File: config.mk
export PLATFORM = sky130hd
export DESIGN_NAME = twr_arith
export DESIGN_NICKNAME = d
export VERILOG_FILES = /design/src/sv/twr_pkg.sv /design/src/sv/twr_arith.sv
export VERILOG_INCLUDE_DIRS = /design/src /design/src/sv
export SDC_FILE = /design/constraint.sdc
export NUM_CORES = 1
export LEC_CHECK = 0
export BUFFER_PORTS_ARGS = -buffer_cell sky130_fd_sc_hd__buf_2
export CORE_UTILIZATION = 40
export DETAILED_ROUTE_END_ITERATION = 6
export PLACE_DENSITY = 0.7
export RECOVER_POWER = 50
export SETUP_SLACK_MARGIN = 0.2
export SLEW_MARGIN = 20
export SYNTH_ARGS = -nofsm -noshare
export SYNTH_HDL_FRONTEND = slang
export SYNTH_SLANG_ARGS = --single-unit
File: constraint.sdc
create_clock -name clk -period 4.8 [get_ports clk]
set_input_delay 0.48 -clock clk [delete_from_list [all_inputs] [get_ports clk]]
set_output_delay 0.48 -clock clk [all_outputs]
set_load 0.01 [all_outputs]
File: src/sv/twr_ranging_table_engine_assert.svh
// assertion macros shared by the ranging engine modules
`ifndef TWR_RANGING_TABLE_ENGINE_ASSERT_SVH
`define TWR_RANGING_TABLE_ENGINE_ASSERT_SVH

// same-cycle implication
`define TWR_ASSERT_IMPL(lbl, clk_s, rstn_s, ante, cons) \
	lbl: assert property (@(posedge clk_s) disable iff (!rstn_s) (ante) |-> (cons)) \
		else $error("twr assertion failed");

// next-cycle implication
`define TWR_ASSERT_NEXT(lbl, clk_s, rstn_s, ante, cons) \
	lbl: assert property (@(posedge clk_s) disable iff (!rstn_s) (ante) |=> (cons)) \
		else $error("twr assertion failed");

`endif

File: src/sv/twr_pkg.sv
package twr_pkg;

	localparam logic [1:0] CMD_HEADER  = 2'd0;
	localparam logic [1:0] CMD_BODY    = 2'd1;
	localparam logic [1:0] CMD_TX_DONE = 2'd2;

	localparam logic [1:0] STS_UPDATED = 2'd0;
	localparam logic [1:0] STS_DIST    = 2'd1;
	localparam logic [1:0] STS_FULL    = 2'd2;
	localparam logic [1:0] STS_ZERO    = 2'd3;

	// quotient magnitude clamp is 2^MAG_BITS
	localparam int MAG_BITS = 17;
	// cm per tick, q0.32
	localparam logic [30:0] SCALE_Q32 = 31'd2015097285;

	typedef enum logic {
		OP_MUL,
		OP_DIV
	} arith_op_t;

	typedef struct packed {
		logic      start;
		arith_op_t op;
	} arith_ctl_t;

	typedef struct packed {
		logic busy;
		logic done;
	} arith_sts_t;

endpackage

File: src/sv/twr_arith.sv
`include "twr_ranging_table_engine_assert.svh"

module twr_arith #(
	parameter int W = 40
) (
	input  logic                        clk,
	input  logic                        arst_n,
	input  twr_pkg::arith_ctl_t         ctl,
	input  logic [2*W-1:0]              opa,
	input  logic [W+1:0]                opb,
	output twr_pkg::arith_sts_t         sts,
	output logic [2*W-1:0]              prod,
	output logic [twr_pkg::MAG_BITS:0]  mag
);
	import twr_pkg::*;

	localparam int AW = W + 3;
	localparam int CW = $clog2(2 * W + 1);

	logic [2*W-1:0]    p_q;
	logic [W+1:0]      x_q;
	logic [W+1:0]      r_q;
	logic [MAG_BITS:0] q_q;
	logic              big_q;
	logic [CW-1:0]     cnt_q;
	logic              busy_q;
	logic              done_q;
	arith_op_t         op_q;

	logic [AW-1:0]     add_x;
	logic [AW-1:0]     add_y;
	logic              add_ci;
	logic [AW:0]       add_s;
	logic [AW-1:0]     r_sh;
	logic [MAG_BITS:0] q_nx;

	// one adder: shift-add for multiply, trial subtract for divide
	always_comb begin
		r_sh = {r_q, p_q[2*W-1]};
		if (op_q == OP_MUL) begin
			add_x  = AW'(p_q[2*W-1:W]);
			add_y  = p_q[0] ? AW'(x_q) : '0;
			add_ci = 1'b0;
		end else begin
			add_x  = r_sh;
			add_y  = ~{1'b0, x_q};
			add_ci = 1'b1;
		end
		add_s = {1'b0, add_x} + {1'b0, add_y} + (AW+1)'(add_ci);
		q_nx  = {q_q[MAG_BITS-1:0], add_s[AW]};
	end

	always_ff @(posedge clk or negedge arst_n) begin
		if (!arst_n) begin
			busy_q <= 1'b0;
			done_q <= 1'b0;
			cnt_q  <= '0;
			op_q   <= OP_MUL;
			p_q    <= '0;
			x_q    <= '0;
			r_q    <= '0;
			q_q    <= '0;
			big_q  <= 1'b0;
		end else begin
			done_q <= 1'b0;
			if (ctl.start) begin
				busy_q <= 1'b1;
				op_q   <= ctl.op;
				r_q    <= '0;
				q_q    <= '0;
				big_q  <= 1'b0;
				if (ctl.op == OP_MUL) begin
					x_q   <= {2'b00, opa[W-1:0]};
					p_q   <= {{W{1'b0}}, opb[W-1:0]};
					cnt_q <= CW'(W);
				end else begin
					x_q   <= opb;
					p_q   <= opa;
					cnt_q <= CW'(2 * W);
				end
			end else if (busy_q) begin
				if (op_q == OP_MUL) begin
					p_q <= {add_s[W:0], p_q[W-1:1]};
				end else begin
					p_q <= {p_q[2*W-2:0], 1'b0};
					r_q <= add_s[AW] ? add_s[W+1:0] : r_sh[W+1:0];
					if (!big_q) begin
						q_q <= q_nx;
						if (q_nx[MAG_BITS])
							big_q <= 1'b1;
					end
				end
				cnt_q <= cnt_q - CW'(1);
				if (cnt_q == CW'(1)) begin
					busy_q <= 1'b0;
					done_q <= 1'b1;
				end
			end
		end
	end

	assign sts  = '{busy: busy_q, done: done_q};
	assign prod = p_q;
	assign mag  = big_q ? {1'b1, {MAG_BITS{1'b0}}} : q_q;

	`TWR_ASSERT_IMPL(a_start_when_idle, clk, arst_n, ctl.start, !busy_q)
	`TWR_ASSERT_NEXT(a_last_step_done, clk, arst_n, busy_q && cnt_q == CW'(1), done_q && !busy_q)
	`TWR_ASSERT_IMPL(a_done_not_busy, clk, arst_n, done_q, !busy_q)

endmodule

## After elaboration in Yosys (flattened, before gate mapping)

Cells that the tools add are included.

| operators by class | value |
|---|---|
| $add $sub $neg | 3 |
| equality and inequality tests | 2 |
| reduce and logical (&&, ||, !) cells | 4 |
| mux-type cells | 32 |
| bitwise operators | 1 |

Operator list:

| operator | count |
|---|---|
| 80-bit 2-to-1 mux | 4 |
| 42-bit 2-to-1 mux | 6 |
| 18-bit 2-to-1 mux | 5 |
| 43-bit 2-to-1 mux | 2 |
| 43-bit by 43-bit adder with 44-bit output | 1 |
| 44-bit by 1-bit adder with 44-bit output | 1 |
| 42-bit inverter with 43-bit output | 1 |
| 7-bit 2-to-1 mux | 3 |
| 1-bit 2-to-1 mux | 12 |
| 7-bit by 1-bit equality test with 1-bit output (second input constant) | 1 |
| 7-bit by 1-bit subtractor with 7-bit output (second input constant) | 1 |
| 2-bit nonzero test | 2 |
| 3-bit AND reduction | 1 |
| 2-bit inequality test (second input constant) | 1 |
| 2-bit AND reduction | 1 |

| storage, ports and cells | value |
|---|---|
| input bits | 126 |
| flip-flop bits (word level) | 193 |
| output and inout bits | 100 |
| logic and storage cells | 51 |

## Depth between registers and ports, before layout

| depth | value |
|---|---|
| depth after elaboration | 8 |
| gate-level depth with buffers | 19 |
| depth with buffers taken out | 14 |

## Least setup slack after synthesis

Ideal clock, no wire load.

| path | value |
|---|---|
| path kind | register to register |
| from | reg op_q |
| to | reg p_q[77], in the netlist prod[77] |
| cell stages (with the launch flop) | 16 |
| library setup time | 77 ps |
| data arrival time | 4371 ps |
| clock period less this slack | 4449 ps |
| setup slack | 351 ps |
| buffers on the path | 3 |
| data required time | 4723 ps |
| path through | dfrtp_1 clkbuf_1 buf_1 buf_1 mux2_2 fa_1 fa_1 a21o_1 a221oi_1 or4_4 a31o_2 o211a_1 a211oi_2 o21a_1 or3_1 a21oi_1 |

| on the way | value |
|---|---|
| longest elaborated chain between the ends | 6 |
| elaborated cells on any way between the ends | 8 |
| classes of those cells | add/sub: 2; mux: 6 |

RTL lines:

| item | line | text |
|---|---|---|
| start, declared | twr_arith.sv:28 | `arith_op_t op_q;` |
| start signal, assigned | twr_arith.sv:68 | `op_q <= ctl.op;` |
| 43-bit 2-to-1 mux | twr_arith.sv:40 | `if (op_q == OP_MUL) begin` |
| 43-bit by 43-bit adder with 44-bit output | twr_arith.sv:49 | `add_s = {1'b0, add_x} + {1'b0, add_y} + (AW+1)'(add_ci);` |
| 44-bit by 1-bit adder with 44-bit output | twr_arith.sv:49 |  |
| 80-bit 2-to-1 mux * | twr_arith.sv:82 | `if (op_q == OP_MUL) begin` |
| 80-bit 2-to-1 mux * | twr_arith.sv:81 | `end else if (busy_q) begin` |
| 80-bit 2-to-1 mux * | twr_arith.sv:66 | `if (ctl.start) begin` |
| end signal, assigned | twr_arith.sv:74 | `p_q <= {{W{1'b0}}, opb[W-1:0]};` |
| end signal, assigned | twr_arith.sv:83 | `p_q <= {add_s[W:0], p_q[W-1:1]};` |
| end signal, assigned | twr_arith.sv:85 | `p_q <= {p_q[2*W-2:0], 1'b0};` |
| end, declared | twr_arith.sv:20 | `logic [2*W-1:0] p_q;` |

Every way passes the cells marked *; elsewhere a longest branch is shown, timed or not. The select of a mux whose other input is x is not followed.
A chain may end at the register's enable or synchronous reset.

## Final worst setup path

| path | value |
|---|---|
| from | reg op_q |
| to | reg r_q[16] |

| on the way | value |
|---|---|
| longest elaborated chain between the ends | 7 |
| elaborated cells on any way between the ends | 11 |
| classes of those cells | add/sub: 2; mux: 7; reduce/logical: 2 |

RTL lines:

| item | line | text |
|---|---|---|
| 43-bit 2-to-1 mux | twr_arith.sv:40 |  |
| 43-bit by 43-bit adder with 44-bit output | twr_arith.sv:49 |  |
| 44-bit by 1-bit adder with 44-bit output | twr_arith.sv:49 |  |
| 42-bit 2-to-1 mux | twr_arith.sv:86 | `r_q <= add_s[AW] ? add_s[W+1:0] : r_sh[W+1:0];` |
| 42-bit 2-to-1 mux | twr_arith.sv:82 |  |
| 42-bit 2-to-1 mux | twr_arith.sv:81 |  |
| 42-bit 2-to-1 mux | twr_arith.sv:66 |  |
| end signal, assigned | twr_arith.sv:86 |  |
| end, declared | twr_arith.sv:22 | `logic [W+1:0] r_q;` |

Several ways; a longest one is shown, not always the timed one. The select of a mux whose other input is x is not followed.

==> results.cfg <==
[grt]
grt.total_usage_pct = 24.2
antenna_found_initial = 0
grt_max_degree = 109
grt_pass1_wl_um = 62600
grt_pass1_vias = 11100
grt-ovfl-total = 0

[die]
ioPinCount = 226
design.die.area_mm2 = 0.0329
die_h_um = 181
start_util_pct = 40.7
rows = 65
core_mm2 = 0.0316
die_x_um = 181

[timing]
maxSlewHeadroom_pct = -72.5
report.final.slew_viol_count = 164
setup_viol = 0
fin_skew_ns = 0.0185
fmax_ghz = 0.234
fin_ws_ns = 0.523
fin_crit_sh_pct = 89.1
worst_pin_slew_ns = 2.59
finalHoldViolCount = 0
period_needed_ns = 4.28
finalSetupTns_ns = 0
rsz0062_at_grt = no

[layout]
nFillCells = 3129
final_common_cell = a21oi_1
fin_nets = 1813
syn_to_final_growth_pct = 14.9
drive_above_1_share_pct = 17.7
final_cell_mix = 207 x a21oi_1, 191 x dfrtp_1, 186 x nor2_1

[synthesis]
synth_seq_cells = 193
synth_top_flop_cell = dfrtp_1
synth.top_cell.area_share_pct = 37.5
synth-seq-area-share_pct = 37.5
syn_nets = 1656
async_flop_share_pct = 100
avgSynthCellArea_um2 = 8.67
yosys_warnings = 0
synthCells = 1484
yosysTopAreaCell = dfrtp_1
synth_area_mm2 = 0.0129
synth_edf_count = 0
synthTopCellsByArea = dfrtp_1 38%, mux2i_1 11%, a21oi_1 8.0%
synthDistinctLibCells = 63

[critical_path]
crit_top_cell = a211o_1
path_cells = buf_4 -> mux2_2 -> ha_1 -> a211o_1 -> a211o_1 -> a31o_2 -> nand4_1 -> a31oi_1 -> o21ai_1 -> o31a_2 -> or2_0 -> o21ai_0
slowest_stage = dfrtp_4
endpoint_kind = flop
worstPathArrival_ns = 4.58
critPathKind = reg -> reg
max_stage_delay_ns = 0.58
crit_path_max_fanout = 20
cp_data_required_time_ns = 5.11
startpoint_type = flop

[clock_network]
root_buffer = clkbuf_16
post-cts-setup-buffers = 0
cts_resized = 0
cts_hold_buf = 0
clkSlewWorstSetupHoldPaths_ns = 0.08
clock_sinks = 193
clockBufferDepth = 2
cts_tree = built
insertion_delay_ns = 0.45
cts_buffers = 17
htree_levels = 4

[status]
status = finished, violations left
violations = DRC, capacitance limit, slew limit

[detailed_routing]
vias = 11700
drt-vias-per-instance = 5.68
drc_errors = 1
wirelength_um = 39500
final_antenna_net_count = 0
routedWlPerCell_um = 19.2
dr.pass1.iters = 7
drt-initial-drc-count = 1021

[pwr]
p_leak_nw = 7.20
power.density_mw_per_mm2 = 349
ir_drop_mv = 0.266

[placement]
port-buffer-count = 225
hpwlAfterDp_um = 28800
place_congestion = 0.957
post-place-ws_ns = 0.632

[flow_run]
maxCapViolations = 3

[min_path]
hp-class = in -> reg
layout make-up:
| type | count | area (um^2) | share of cell area, % |
|---|---|---|---|
| inverter | 21 | 78.8 | 0.533 |
| tap | 402 | 503 | 3.40 |
| multi-input combinational | 1157 | 7520 | 50.8 |
| clock buffer | 19 | 443 | 2.99 |
| sequential | 193 | 4830 | 32.7 |
| timing repair buffer | 251 | 1290 | 8.71 |
| clock inverter | 13 | 123 | 0.829 |
| antenna | 1 | 2.50 | 0.0169 |
worst paths after layout:
path	start	end	slack, ns	cells after the start
hold / removal	opb[40]	x_q[40]$_DFFE_PN0P_	0.24	3
hold reg to reg	q_q[17]$_DFFE_PN0P_	q_q[17]$_DFFE_PN0P_	0.50	2
setup / recovery	op_q$_DFFE_PN0P_	r_q[16]$_DFFE_PN0P_	0.52	12
max in group asynchronous	arst_n	op_q$_DFFE_PN0P_	1.37	2
min in group asynchronous	arst_n	prod[35]$_DFFE_PN0P_	0.70	1
setup reg to reg	op_q$_DFFE_PN0P_	r_q[16]$_DFFE_PN0P_	0.52	12
routing by layer:
metal	vias up	share of wire [%]	GRT usage (%)
met4	0	1.7	6.71
met1	5567	50	36.7
met2	416	42	35.2
li1	5653	-	-
met5	-	0	0
met3	43	6.2	4.03
worst max-delay path: cells and delay by family (launching register included):
family                     cells  cell delay (ns)
AOI/OAI and AO/OA              7             1.86
muxes                          1             0.41
DFF                            1             0.58
and+or+nand+nor                2             0.62
adders and majority gates      1             0.30
buffers and inverters          1             0.34
Yosys cell counts (all sizes together), types with 3 or more instances:
cell,n
and2,8
dfrtp,193
nor2,190
clkbuf,80
a211oi,5
a21oi,207
a31oi,6
o21bai,5
nand2,136
a221oi,38
and3,13
nor2b,23
nor4,3
nand4,5
mux2,40
a21boi,5
a32oi,8
mux2i,144
o31ai,6
buf,33
xor2,19
inv,21
nand3,12
a211o,5
nor3,7
o21a,4
xnor2,23
ha,44
o21ai,106
or2,7
a22o,16
or3,6
a221o,9
a21o,28
logic make-up (layout without fill, tap and decap cells):
| kind of cell | count (synthesis) | after routing | synth area share, % |
|---|---|---|---|
| XOR/XNOR | 42 | 42 | 2.86 |
| adder cells (fa/ha/maj) | 46 | 46 | 4.59 |
| buffers and inverters | 134 | 304 | 4.13 |
| AND/OR/NAND/NOR | 419 | 419 | 14.1 |
| multiplexers | 184 | 184 | 14.7 |
| other | 0 | 1 | 0 |
| AO/OA/AOI/OAI | 466 | 466 | 22.1 |
| flip-flops | 193 | 193 | 37.5 |
metrics by stage:
step	hold slack [ns]	utilization [%]	std cells	total power, mW	cell area [um^2]
floorplan	0.184	-	1484	3.11	12900
global placement	0.463	45.3	2024	3.74	14300
detailed placement	0.481	45.3	2024	3.75	14300
CTS	0.115	47.0	2056	5.20	14900
global route	0.251	46.8	2056	5.47	14800
finish	0.244	46.8	2057	5.17	14800
flip-flops by register name, indices dropped and copies added, names as in the netlist:
name / count
prod: 80
r_q: 42
x_q: 42
q_q: 18
cnt_q: 7
big_q: 1
busy_q: 1
done_q: 1
op_q: 1
power breakdown:
group | total [mW] | internal (mW) | leakage [nW] | switching, mW
Combinational | 1.73 | 0.676 | 4.52 | 1.05
Clock | 1.43 | 0.701 | 0.276 | 0.727
Sequential | 2.01 | 1.80 | 2.40 | 0.213
Total | 5.17 | 3.18 | 7.20 | 1.99
No activity file was read; power rests on OpenSTA's default activity.
